$ cat src/design/assert_macros.svh
// assertion helpers, compiled out for synthesis
`ifndef ASSERT_MACROS_SVH
`define ASSERT_MACROS_SVH

`ifndef SYNTHESIS

// general property, sampled on the rising edge, off while reset is held
`define ASSERT_PROP(lbl, clk, rst_n, prop, msg) \
  lbl: assert property (@(posedge clk) disable iff (!rst_n) prop) else $error(msg);

// plain invariant that must hold on every edge
`define ASSERT_ALWAYS(lbl, clk, rst_n, expr, msg) \
  lbl: assert property (@(posedge clk) disable iff (!rst_n) (expr)) else $error(msg);

`else

`define ASSERT_PROP(lbl, clk, rst_n, prop, msg)
`define ASSERT_ALWAYS(lbl, clk, rst_n, expr, msg)

`endif

`endif

$ cat src/design/pidc_pkg.sv
`timescale 1ns / 1ps

package pidc_pkg;

  localparam int unsigned FRAC_W  = 16;
  localparam int unsigned DATA_W  = 32;
  localparam int unsigned INTEG_W = 48;

  // serial multiplier: shifted operand, added operand, full product
  localparam int unsigned MUL_A_W = DATA_W;
  localparam int unsigned MUL_B_W = INTEG_W;
  localparam int unsigned PROD_W  = MUL_A_W + MUL_B_W;

endpackage

$ cat src/design/pidc_mul.sv
`timescale 1ns / 1ps

module pidc_mul (
  input  logic                          clk,
  input  logic                          rst_n,
  input  logic                          start,
  input  logic [pidc_pkg::MUL_A_W-1:0]  op_a,
  input  logic [pidc_pkg::MUL_B_W-1:0]  op_b,
  output logic [pidc_pkg::PROD_W-1:0]   product,
  output logic                          done
);
  import pidc_pkg::*;

  localparam int unsigned CNT_W = $clog2(MUL_A_W);

  logic [MUL_A_W-1:0] a_r;
  logic [MUL_B_W-1:0] b_r;
  logic [PROD_W-1:0]  acc_r;
  logic [CNT_W-1:0]   cnt_r;
  logic               busy_r;
  logic [MUL_B_W:0]   sum_nxt;

  // one bit of op_a per cycle, lsb first; partial sum enters at the top and shifts down
  assign sum_nxt = {1'b0, acc_r[PROD_W-1:MUL_A_W]} + (a_r[0] ? {1'b0, b_r} : '0);

  always_ff @(posedge clk) begin
    if (!rst_n) begin
      busy_r <= 1'b0;
      cnt_r  <= '0;
    end else if (start) begin
      busy_r <= 1'b1;
      cnt_r  <= '0;
    end else if (busy_r) begin
      cnt_r <= cnt_r + 1'b1;
      if (cnt_r == CNT_W'(MUL_A_W - 1)) begin
        busy_r <= 1'b0;
      end
    end
  end

  always_ff @(posedge clk) begin
    if (start) begin
      a_r   <= op_a;
      b_r   <= op_b;
      acc_r <= '0;
    end else if (busy_r) begin
      a_r   <= a_r >> 1;
      acc_r <= {sum_nxt, acc_r[MUL_A_W-1:1]};
    end
  end

  assign product = acc_r;
  assign done    = !busy_r;

endmodule

$ cat src/design/pid_controller_step.sv
// pid_controller_step: one q16.16 pid update per measurement or error transaction, worked out bit-serially
// such a transaction steps through err, start, pass one, term1, integ, start2, pass two, term2, sum and
// clamp; each pass is a shift-add multiply, the two in a row (the derivative divider runs one bit a cycle
// beside the first pass); in_ready is low until clamp loads the output; commands 2 and 3 return no result
// reset (rst_n low, synchronous): gains and setpoint to zero, bounds to -1.0 and +1.0,
// integral, last time and history cleared, no transaction pending
`timescale 1ns / 1ps
`include "assert_macros.svh"

module pid_controller_step (
  input  logic                                clk,
  input  logic                                rst_n,
  input  logic                                in_valid,
  output logic                                in_ready,
  input  logic [1:0]                          in_command,
  input  logic signed [pidc_pkg::DATA_W-1:0]  in_sample,
  input  logic [31:0]                         in_now_time,
  output logic                                out_valid,
  input  logic                                out_ready,
  output logic signed [pidc_pkg::DATA_W-1:0]  out_drive,
  input  logic                                cfg_valid,
  output logic                                cfg_ready,
  input  logic [2:0]                          cfg_index,
  input  logic [31:0]                         cfg_data
);
  import pidc_pkg::*;

  localparam logic [1:0] CMD_MEAS  = 2'd0;
  localparam logic [1:0] CMD_ERR   = 2'd1;
  localparam logic [1:0] CMD_RESET = 2'd2;

  localparam logic [2:0] REG_GAIN_P   = 3'd0;
  localparam logic [2:0] REG_GAIN_I   = 3'd1;
  localparam logic [2:0] REG_GAIN_D   = 3'd2;
  localparam logic [2:0] REG_SETPOINT = 3'd3;
  localparam logic [2:0] REG_OUT_LOW  = 3'd4;
  localparam logic [2:0] REG_OUT_HIGH = 3'd5;

  localparam logic signed [DATA_W-1:0] ONE_Q  = DATA_W'(1) << FRAC_W;
  localparam logic signed [DATA_W-1:0] D_MAX  = {1'b0, {(DATA_W-1){1'b1}}};
  localparam logic signed [DATA_W-1:0] D_MIN  = {1'b1, {(DATA_W-1){1'b0}}};
  localparam logic signed [INTEG_W-1:0] I_MAX = {1'b0, {(INTEG_W-1){1'b1}}};
  localparam logic signed [INTEG_W-1:0] I_MIN = {1'b1, {(INTEG_W-1){1'b0}}};

  localparam int unsigned SHS_W     = PROD_W + 1 - FRAC_W;
  localparam int unsigned TERM_W    = 64;
  localparam int unsigned TERM_BITS = 61;
  localparam logic signed [SHS_W-1:0] TERM_HI =
    {{(SHS_W-TERM_BITS){1'b0}}, {TERM_BITS{1'b1}}};
  localparam logic signed [SHS_W-1:0] TERM_LO =
    {{(SHS_W-TERM_BITS){1'b1}}, {TERM_BITS{1'b0}}};

  localparam int unsigned INC_W      = INTEG_W + 1;
  localparam int unsigned ISUM_W     = INTEG_W + 2;
  localparam int unsigned DIV_STEPS  = DATA_W;
  localparam int unsigned DIV_CNT_W  = $clog2(DIV_STEPS + 1);

  typedef enum logic [3:0] {
    S_IDLE, S_ERR, S_START, S_PH1, S_TERM1, S_INTEG,
    S_START2, S_PH2, S_TERM2, S_SUM, S_CLAMP
  } state_t;

  function automatic logic [DATA_W-1:0] mag_d(input logic signed [DATA_W-1:0] v);
    return v[DATA_W-1] ? -v : v;
  endfunction

  function automatic logic [INTEG_W-1:0] mag_i(input logic signed [INTEG_W-1:0] v);
    return v[INTEG_W-1] ? -v : v;
  endfunction

  // signed floor(+-p / 2^frac)
  function automatic logic signed [SHS_W-1:0] shift_sign(input logic [PROD_W-1:0] p,
                                                         input logic neg);
    logic signed [PROD_W:0] s;
    s = $signed({1'b0, p});
    if (neg) begin
      s = -s;
    end
    return s[PROD_W:FRAC_W];
  endfunction

  function automatic logic signed [TERM_W-1:0] sat_term(input logic signed [SHS_W-1:0] v);
    logic signed [SHS_W-1:0] c;
    c = v;
    if (v > TERM_HI) begin
      c = TERM_HI;
    end else if (v < TERM_LO) begin
      c = TERM_LO;
    end
    return c[TERM_W-1:0];
  endfunction

  state_t state_r;

  logic signed [DATA_W-1:0]  gain_p_r, gain_i_r, gain_d_r, setpoint_r, out_low_r, out_high_r;
  logic signed [INTEG_W-1:0] integral_r;
  logic [31:0]               last_time_r;
  logic signed [DATA_W-1:0]  prev_pos_r, prev_err_r;

  logic [1:0]                cmd_r;
  logic signed [DATA_W-1:0]  sample_r;
  logic [31:0]               now_r;
  logic signed [DATA_W-1:0]  err_r;
  logic [31:0]               dt_r;
  logic                      first_r;

  logic [31:0]               rem_r, dlo_r;
  logic [DATA_W-1:0]         q_r;
  logic [DIV_CNT_W-1:0]      div_cnt_r;
  logic                      dneg_r, ovf_r;

  logic signed [INC_W-1:0]   inc_r;
  logic signed [DATA_W-1:0]  deriv_r;
  logic signed [TERM_W-1:0]  pterm_r, iterm_r, dterm_r, y_r;
  logic                      out_valid_r;
  logic signed [DATA_W-1:0]  out_drive_r;

  logic signed [DATA_W:0]    sp_diff, diff_nxt;
  logic [DATA_W:0]           md_nxt;
  logic signed [DATA_W-1:0]  err_nxt, deriv_nxt, drive_nxt;
  logic                      ovf_nxt;
  logic [32:0]               div_t;
  logic                      div_ge;
  logic [31:0]               rem_step;
  logic signed [SHS_W-1:0]   inc_full;
  logic signed [ISUM_W-1:0]  isum;
  logic signed [INTEG_W-1:0] integ_nxt;
  logic signed [TERM_W-1:0]  lo_ext, hi_ext;

  logic                      mul_start, mul_a_done, mul_b_done;
  logic [MUL_A_W-1:0]        op_a_a, op_a_b;
  logic [MUL_B_W-1:0]        op_b_a, op_b_b;
  logic [PROD_W-1:0]         prod_a, prod_b;

  // pass one: dt * |err| and |kp| * |err|; pass two: |ki| * |integral| and |kd| * |deriv|
  assign mul_start = (state_r == S_START) || (state_r == S_START2);
  assign op_a_a = (state_r == S_START) ? dt_r : mag_d(gain_i_r);
  assign op_b_a = (state_r == S_START) ? MUL_B_W'(mag_d(err_r)) : mag_i(integral_r);
  assign op_a_b = (state_r == S_START) ? mag_d(gain_p_r) : mag_d(gain_d_r);
  assign op_b_b = (state_r == S_START) ? MUL_B_W'(mag_d(err_r)) : MUL_B_W'(mag_d(deriv_r));

  pidc_mul u_mul_a (
    .clk     (clk),
    .rst_n   (rst_n),
    .start   (mul_start),
    .op_a    (op_a_a),
    .op_b    (op_b_a),
    .product (prod_a),
    .done    (mul_a_done)
  );

  pidc_mul u_mul_b (
    .clk     (clk),
    .rst_n   (rst_n),
    .start   (mul_start),
    .op_a    (op_a_b),
    .op_b    (op_b_b),
    .product (prod_b),
    .done    (mul_b_done)
  );

  always_comb begin
    sp_diff = {setpoint_r[DATA_W-1], setpoint_r} - {sample_r[DATA_W-1], sample_r};
    if (sp_diff[DATA_W] != sp_diff[DATA_W-1]) begin
      err_nxt = sp_diff[DATA_W] ? D_MIN : D_MAX;
    end else begin
      err_nxt = sp_diff[DATA_W-1:0];
    end
    if (cmd_r != CMD_MEAS) begin
      err_nxt = sample_r;
    end
  end

  always_comb begin
    if (cmd_r == CMD_MEAS) begin
      diff_nxt = {sample_r[DATA_W-1], sample_r} - {prev_pos_r[DATA_W-1], prev_pos_r};
    end else begin
      diff_nxt = {err_r[DATA_W-1], err_r} - {prev_err_r[DATA_W-1], prev_err_r};
    end
    md_nxt  = diff_nxt[DATA_W] ? -diff_nxt : diff_nxt;
    // quotient of (md << 16) / dt reaches 2^32 exactly when md >> 16 >= dt
    ovf_nxt = {15'd0, md_nxt[DATA_W:FRAC_W]} >= dt_r;
  end

  // restoring division, one quotient bit a cycle; remainder stays below dt when no overflow is flagged
  assign div_t    = {rem_r, dlo_r[31]};
  assign div_ge   = div_t >= {1'b0, dt_r};
  assign rem_step = div_ge ? 32'(div_t - {1'b0, dt_r}) : div_t[31:0];

  always_comb begin
    if (first_r || dt_r == '0) begin
      deriv_nxt = '0;
    end else if (ovf_r) begin
      deriv_nxt = dneg_r ? D_MIN : D_MAX;
    end else if (!dneg_r) begin
      deriv_nxt = q_r[DATA_W-1] ? D_MAX : q_r;
    end else if (q_r[DATA_W-1] && q_r[DATA_W-2:0] != '0) begin
      deriv_nxt = D_MIN;
    end else begin
      deriv_nxt = -q_r;
    end
  end

  assign inc_full = shift_sign(prod_a, err_r[DATA_W-1]);

  always_comb begin
    isum = {{2{integral_r[INTEG_W-1]}}, integral_r} + {inc_r[INC_W-1], inc_r};
    if (isum[ISUM_W-1:INTEG_W-1] != '0 && isum[ISUM_W-1:INTEG_W-1] != '1) begin
      integ_nxt = isum[ISUM_W-1] ? I_MIN : I_MAX;
    end else begin
      integ_nxt = isum[INTEG_W-1:0];
    end
  end

  always_comb begin
    lo_ext = {{(TERM_W-DATA_W){out_low_r[DATA_W-1]}}, out_low_r};
    hi_ext = {{(TERM_W-DATA_W){out_high_r[DATA_W-1]}}, out_high_r};
    if (y_r < lo_ext) begin
      drive_nxt = out_low_r;
    end else if (y_r > hi_ext) begin
      drive_nxt = out_high_r;
    end else begin
      drive_nxt = y_r[DATA_W-1:0];
    end
  end

  always_ff @(posedge clk) begin
    if (!rst_n) begin
      state_r     <= S_IDLE;
      out_valid_r <= 1'b0;
      gain_p_r    <= '0;
      gain_i_r    <= '0;
      gain_d_r    <= '0;
      setpoint_r  <= '0;
      out_low_r   <= -ONE_Q;
      out_high_r  <= ONE_Q;
      integral_r  <= '0;
      last_time_r <= '0;
      prev_pos_r  <= '0;
      prev_err_r  <= '0;
      div_cnt_r   <= '0;
    end else begin
      if (cfg_valid) begin
        case (cfg_index)
          REG_GAIN_P:   gain_p_r   <= cfg_data;
          REG_GAIN_I:   gain_i_r   <= cfg_data;
          REG_GAIN_D:   gain_d_r   <= cfg_data;
          REG_SETPOINT: setpoint_r <= cfg_data;
          REG_OUT_LOW:  out_low_r  <= cfg_data;
          REG_OUT_HIGH: out_high_r <= cfg_data;
          default: ;
        endcase
      end

      // the clamp state reloads the output register itself
      if (out_valid_r && out_ready && state_r != S_CLAMP) begin
        out_valid_r <= 1'b0;
      end

      if (div_cnt_r != '0) begin
        rem_r     <= rem_step;
        dlo_r     <= dlo_r << 1;
        q_r       <= {q_r[DATA_W-2:0], div_ge};
        div_cnt_r <= div_cnt_r - 1'b1;
      end

      case (state_r)
        S_IDLE: begin
          if (in_valid) begin
            cmd_r    <= in_command;
            sample_r <= in_sample;
            now_r    <= in_now_time;
            if (in_command == CMD_RESET) begin
              integral_r  <= '0;
              prev_pos_r  <= in_sample;
              last_time_r <= '0;
            end else if (in_command == CMD_MEAS || in_command == CMD_ERR) begin
              state_r <= S_ERR;
            end
          end
        end
        S_ERR: begin
          err_r   <= err_nxt;
          dt_r    <= now_r - last_time_r;
          first_r <= (last_time_r == '0);
          state_r <= S_START;
        end
        S_START: begin
          dneg_r    <= diff_nxt[DATA_W];
          ovf_r     <= ovf_nxt;
          rem_r     <= {15'd0, md_nxt[DATA_W:FRAC_W]};
          dlo_r     <= {md_nxt[FRAC_W-1:0], {FRAC_W{1'b0}}};
          div_cnt_r <= DIV_CNT_W'(DIV_STEPS);
          state_r   <= S_PH1;
        end
        S_PH1: begin
          if (mul_a_done && mul_b_done && div_cnt_r == '0) begin
            state_r <= S_TERM1;
          end
        end
        S_TERM1: begin
          inc_r   <= inc_full[INC_W-1:0];
          deriv_r <= deriv_nxt;
          pterm_r <= sat_term(shift_sign(prod_b, gain_p_r[DATA_W-1] ^ err_r[DATA_W-1]));
          state_r <= S_INTEG;
        end
        S_INTEG: begin
          if (!first_r) begin
            integral_r <= integ_nxt;
          end
          last_time_r <= now_r;
          if (cmd_r == CMD_MEAS) begin
            prev_pos_r <= sample_r;
          end else begin
            prev_err_r <= err_r;
          end
          state_r <= S_START2;
        end
        S_START2: begin
          state_r <= S_PH2;
        end
        S_PH2: begin
          if (mul_a_done && mul_b_done) begin
            state_r <= S_TERM2;
          end
        end
        S_TERM2: begin
          iterm_r <= sat_term(shift_sign(prod_a, gain_i_r[DATA_W-1] ^ integral_r[INTEG_W-1]));
          dterm_r <= sat_term(shift_sign(prod_b, gain_d_r[DATA_W-1] ^ deriv_r[DATA_W-1]));
          state_r <= S_SUM;
        end
        S_SUM: begin
          y_r     <= pterm_r + iterm_r + dterm_r;
          state_r <= S_CLAMP;
        end
        S_CLAMP: begin
          // hold the result here until the output register is free
          if (!out_valid_r || out_ready) begin
            out_valid_r <= 1'b1;
            out_drive_r <= drive_nxt;
            state_r     <= S_IDLE;
          end
        end
        default: begin
          state_r <= S_IDLE;
        end
      endcase
    end
  end

  assign in_ready  = (state_r == S_IDLE);
  assign cfg_ready = 1'b1;
  assign out_valid = out_valid_r;
  assign out_drive = out_drive_r;

  `ASSERT_ALWAYS(a_mul_lockstep, clk, rst_n, mul_a_done == mul_b_done, "multipliers out of step")

  `ASSERT_PROP(a_div_in_time, clk, rst_n, (state_r == S_PH1) && mul_a_done |-> div_cnt_r == '0, "divider still busy after multiply pass")

  `ASSERT_PROP(a_clamp_bounds, clk, rst_n, (state_r == S_CLAMP) && (!out_valid_r || out_ready) && (out_low_r <= out_high_r) |=> (out_drive_r >= $past(out_low_r)) && (out_drive_r <= $past(out_high_r)), "drive outside bounds")

  `ASSERT_PROP(a_reset_cmd, clk, rst_n, in_valid && in_ready && (in_command == CMD_RESET) |=> (state_r == S_IDLE) && (last_time_r == '0), "reset command did not return to idle")

endmodule
$ cat config.mk
export PLATFORM = sky130hd
export DESIGN_NAME = pid_controller_step
export DESIGN_NICKNAME = d
export VERILOG_FILES = /design/src/design/pidc_pkg.sv /design/src/design/pidc_mul.sv /design/src/design/pid_controller_step.sv
export VERILOG_INCLUDE_DIRS = /design/src /design/src/design
export SDC_FILE = /design/constraint.sdc
export NUM_CORES = 2
export LEC_CHECK = 0
export ABC_AREA = 1
export BUFFER_PORTS_ARGS = -buffer_cell sky130_fd_sc_hd__buf_4
export CAP_MARGIN = 10
export CORE_MARGIN = 2
export CORE_UTILIZATION = 45
export CTS_CLUSTER_DIAMETER = 40
export DETAILED_ROUTE_END_ITERATION = 10
export SETUP_SLACK_MARGIN = 0.05
export SLEW_MARGIN = 0
export SYNTH_ARGS = -nofsm -noshare
export SYNTH_HDL_FRONTEND = slang
export SYNTH_SLANG_ARGS = --single-unit
$ cat constraint.sdc
create_clock -name clk -period 19.44 [get_ports clk]
set_clock_uncertainty 0.05 [all_clocks]
set_input_delay 3.888 -clock clk [delete_from_list [all_inputs] [get_ports clk]]
set_output_delay 3.888 -clock clk [all_outputs]
set_load 0.01 [all_outputs]
== After elaboration in Yosys (flattened, before gate mapping) ==
Cells that the tools add are included.

* Add/sub/neg operators: 23
* Magnitude comparators: 10
* Eq/ne operators: 31
* Mux-type cells: 77
* Bitwise logic cells: 6
* Reductions and logical operators: 51

{| class="wikitable"
|+ Operator list
! cell !! count
|-
| $mux 32 || 31
|-
| $mux 81 || 9
|-
| $mux 48 || 7
|-
| $gt 65x62->1 const B || 3
|-
| $lt 65x62->1 const B || 3
|-
| $mux 64 || 3
|-
| $neg 32->32 || 6
|-
| $neg 80->81 || 2
|-
| $add 64x64->64 || 2
|-
| $pmux 32 s2 || 2
|-
| $sub 32x32->33 || 3
|-
| $pmux 48 s2 || 1
|-
| $mux 33 || 2
|-
| $mux 65 || 1
|-
| $gt 64x32->1 || 1
|-
| $logic_not 32->1 || 2
|-
| $lt 64x32->1 || 1
|-
| $sub 32x32->32 || 2
|-
| $add 48x49->50 || 1
|-
| $add 48x48->49 || 1
|-
| $add 48x49->49 || 1
|-
| $neg 48->48 || 1
|-
| $mux 47 || 1
|-
| $pmux 4 s11 || 1
|-
| other kinds (43) || 111
|}

* Flip-flop bits (word level): 1276
* Input bits: 106
* Output and inout bits: 35
* Word-level logic and storage cells: 244

== Logic depth before layout (Yosys ltp) ==
* Word-level depth: 6
* Mapped depth: 33
* Depth with buffers taken out: 33

== By module ==
From an unflattened synthesis, not the netlist that was laid out.

* Cell total of the unflattened synthesis: 12971
* Area, all modules: 90931.0 um^2

{| class="wikitable"
|+ Modules (own cells, without submodules)
! module !! instances !! cells an instance !! area an instance (um^2) !! sequential area each (um^2)
|-
| pid_controller_step || 1 || 9896 || 70103.5 || 24423.4
|-
| pidc_mul at u_mul_b || 1 || 1539 || 10441.3 || 4124.0
|-
| pidc_mul at u_mul_a || 1 || 1536 || 10386.2 || 4124.0
|}

== Worst setup path before layout ==
No wires, ideal clock.

* Kind: input to register
* Start point: input port rst_n
* End point: register deriv_r[0] (enable)
* Library setup time: 1.005 ns
* Data arrival time: 18.096 ns
* Required time: 18.385 ns
* Setup slack: 0.289 ns
* Stages: 4
* Path buffers: 2
* Path through: clkbuf_1 > inv_1 > clkbuf_1 > nor4_1

* Longest elaborated chain between the ends: 1

{| class="wikitable"
|+ RTL lines
! what !! RTL line !! source
|-
| start, declared || pid_controller_step.sv:12 || <nowiki>input logic rst_n,</nowiki>
|-
| $reduce_and 2->1 (no source line) || - ||
|-
| end signal, assigned || pid_controller_step.sv:303 || <nowiki>deriv_r <= deriv_nxt;</nowiki>
|-
| end, declared || pid_controller_step.sv:113 || <nowiki>logic signed [DATA_W-1:0] deriv_r;</nowiki>
|}

No other way between the ends.
A chain may end at the register's enable or synchronous reset.

== Final worst setup path ==
* Start point: input port rst_n
* End point: register inc_r[24] (enable)

* Longest elaborated chain between the ends: 1

{| class="wikitable"
|+ RTL lines
! what !! RTL line !! source
|-
| $reduce_and 2->1 (no source line) || - ||
|-
| end signal, assigned || pid_controller_step.sv:302 || <nowiki>inc_r <= inc_full[INC_W-1:0];</nowiki>
|-
| end, declared || pid_controller_step.sv:112 || <nowiki>logic signed [INC_W-1:0] inc_r;</nowiki>
|}

No other way between the ends.

==> summary.md <==
| Metric | Value |
|---|---|
| Min cycle time layout | 6.593 ns |
| Max FO, Critical Path | slightly below 70 |
| WP data required | 19.82 ns |
| First-pass GRT wire length | 478,000 um |
| H-tree depth | 4 |
| WL final | 316,500 um |
| Worst path bufs/invs | 5 |
| Mux cell area share after synthesis | 0 |
| Post-Syn Area | 88,880 um^2 |
| Post-synthesis compound-gate area fraction | 0.1608 |
| Area of the core | 196,800 um^2 |
| Dominant cell type by area after synthesis | edfxtp_1 |
| Seq cells post-synth | 1,245 |
| Clk buf depth | 3 |
| Final slew viol count | 0 |
| Die width | between 400 and 500 um |
| Outcome | completed |
| CP max stage delay | 0.82 ns |
| Max_cap viols | 0 |
| Reg2reg setup slack | 14.07 ns |
| Async S/R FF share, synth | 0 |
| Slew @ Worst Pin | about 1.4 ns |
| Max VDD drop | 0.09408 mV |
| Startpoint class of the critical path | primary input |
| FP Rows | roughly 160 |
| Postcts setup bufs | 0 |
| Family with the most delay on the worst path | buffers and inverters |
| Largest cells by area after synthesis | edfxtp_1 (25%), nand2_1 (13%), dfxtp_1 (12%) |
| RR Startpoint | integral_r[47] |
| Hold buffer count at cts | 0 |
| Design Power | 14.22 mW |
| Fillcell total | ~19,000 |
| Worst Hold Path Cells | 2 |
| Final setup fails | 0 |
| Post-Synth Simple-Gate Area | 0.2655 |
| Top cell type's share of synthesized area | 0.2453 |
| DR iter-0 viols | 8,638 |
| Hold Startpoint | prev_err_r[14] |
| RSZ-0062 raised after global routing | no |
| Total CTS buffers | 216 |
| Worst skew pair latency | 0.89 ns |
| Final period util | 0.3391 |
| Yosys cell types | 70 |
| Sequential area share after synthesis | 0.3622 |
| Vias | 84,530 |
| CP Capture Type | register |
| Synth top cells by count | nand2_1 (3,092), inv_1 (1,684), nor2_1 (1,084), o21ai_0 (1,022), a21oi_1 (975) |
| Register area | between 30,000 and 40,000 um^2 |
| Fin util | 0.5076 |
| Die Y | 448.4 um |
| Io pins | about 140 |
| Kind of critical path | in -> reg |
| DP Wirelength | 247,700 um |
| GRT overflow | 0 |
| CTS clk-pin slew, worst paths | 0.05 ns |
| Pwr/cell area | 142.4 nW/um^2 |
| Post-synth EDFFs | between 700 and 800 |
| Post-CTS sizing | 0 |
| Multi-input logic area | 48,570 um^2 |
| Post-Syn Nets | 13,120 |
| Final Wtd Congestion | 0.9866 |
| Pre-Repair DR Iteration Count | 6 |
| Min-Delay Path Class | reg -> reg |
| Count leader, synth | nand2_1 |
| Initial antenna violation count | 20 |
| Setup TNS | 0 ns |
| P&R area growth vs syn | 12.40% |
| Hold Violations, Final | 0 |
| Adder-Cell Fraction of Synth Area | 0.08773 |
| CP cell instances | buf_6 -> clkinv_2 -> nor4_2 -> buf_4 -> buf_4 -> buf_4 |
| Most frequent CP cell | buf_4 |
| Slew HR | 0.03901 |
| Synth Flop Type | edfxtp_1 |
| Root Buffer | clkbuf_16 |
| Crit path DAT | about 7 ns |
| I/O Buffers | 139 |
| DIE AREA | 201,100 um^2 |
| Synth warn | 0 |
| Hold slack | 0.4136 ns |
| Overall Global Routing Usage | 0.3092 |
| Drt via density | ~5.5 |
| Vias in the first global route | slightly below 80,000 |
| Post-Synthesis Cells | roughly 12,000 |
| Initial core utilization | 0.4516 |
| Layout cells sized above 1 | 0.06620 |
| WL per Instance | 20.68 um |
| Hold Path Sink | prev_err_r[14] |
| Fmax | 151.7 MHz |
| Layout net count | 13,150 |
| Crit-path slowest cell | buf_4 |
| CTS tree | yes |
| Post-Synth XOR/XNOR Area | 0.03094 |
| Cells on worst reg2reg path | 15 |
| TritonCTS Sinks | 1,245 |
| Mean post-synth cell area | 7.146 um^2 |
| Largest family of logic cells by synthesized area | simple AND/OR/NAND/NOR gates |
| Leak | 44.63 nW |
| Worst R2R End | iterm_r[17] |
| Post-DRT Antenna Nets | 0 |
| Largest net degree at the start of global routing | roughly 130 |
| Residual DRC | 0 |
[layout by cell type (no fill, tap or decap), types with 16 or more instances in the layout]
cell	instances
o211ai_1	127
nor2_1	1078
nor2_2	39
nor4_1	75
a21oi_1	973
o21ai_1	30
clkinv_1	16
o21ai_0	1021
edfxtp_1	726
xor2_1	185
clkbuf_16	220
ha_1	508
nand3_1	773
or2_2	26
inv_6	48
o31ai_1	33
xnor2_1	129
nand2_1	3086
nand2_2	84
a22oi_1	33
clkinvlp_4	33
o221ai_1	17
nand3b_1	31
clkinv_2	22
a21boi_0	21
nand4_1	164
bufinv_16	21
nor3_1	150
a21o_1	55
inv_1	1678
dfxtp_1	517
inv_2	17
o21a_1	47
buf_4	218
fa_1	72
o21bai_1	60
a31oi_1	124
[kinds of logic (layout without fill, tap and decap cells)]
logic type / after synthesis / count (layout)
buffers and inverters: 2117 / 2337
xor gates and xnor gates: 314 / 314
and+or+nand+nor: 5589 / 5589
adders and majority gates: 580 / 580
other: 1 / 9
AOI/OAI and AO/OA: 2592 / 2592
DFF: 1245 / 1245
[registers in the layout (all words and copies together) (netlist names), 48 cells and up]
| name | count |
|---|---|
| iterm_r | 64 |
| pterm_r | 64 |
| u_mul_b.product | 80 |
| dterm_r | 64 |
| u_mul_a.product | 80 |
| integral_r | 48 |
| y_r | 64 |
| inc_r | 49 |
| u_mul_a.b_r | 48 |
[worst max path at each step]
stage,start,endpoint,slack (ns),depth (start not counted)
finish,rst_n,inc_r[24],12.85,6
global route,rst_n,inc_r[24],12.71,6
CTS,rst_n,inc_r[24],12.91,6
detailed placement,rst_n,deriv_r[13],12.05,6
global placement,rst_n,deriv_r[15],12.13,6
floorplan,rst_n,deriv_r[0],0.29,4
[metal layers]
metal	track usage	vias to the layer above	wire length, um
li1	-	41560	-
met1	0.4392	39310	144600
met2	0.4769	3124	136600
met3	0.04312	534	22900
met4	0.1145	4	12330
met5	0	-	27
[final cells by class]
class	instances	area share
clock inverters	174	0.02054
well taps	2640	0.03306
clock buffers	236	0.05641
repair buffers	223	0.01722
inverters	1704	0.06414
diodes	8	0.0002004
multi-input cells	9076	0.4861
flip-flops and latches	1245	0.3223
[per-stage QoR]
stage / std cells / cell area, um^2 / worst slack (ns)
floorplan: 12440 / 88880 / 0.2894
detailed placement: 14890 / 92150 / 12.05
global placement: 14890 / 92140 / 12.13
CTS: 15300 / 99830 / 12.91
global route: 15300 / 99880 / 12.71
finish: 15310 / 99900 / 12.85
[worst min-delay path, delay by kind of cell (launching register included)]
kind                   cells  cell delay [ns]
DFF                        1             0.29
buffers and inverters      1             0.06
AOI/OAI and AO/OA          1             0.06
[where the power goes]
part / internal [mW] / total (mW) / switching, mW / leakage [nW]
sequential: 3.55 / 4.06 / 0.507 / 10.9
clock: 2.43 / 3.96 / 1.53 / 3.66
combinational: 1.89 / 6.21 / 4.31 / 30.1
total: 7.87 / 14.2 / 6.35 / 44.6
Power figures use the tool's default switching activity.
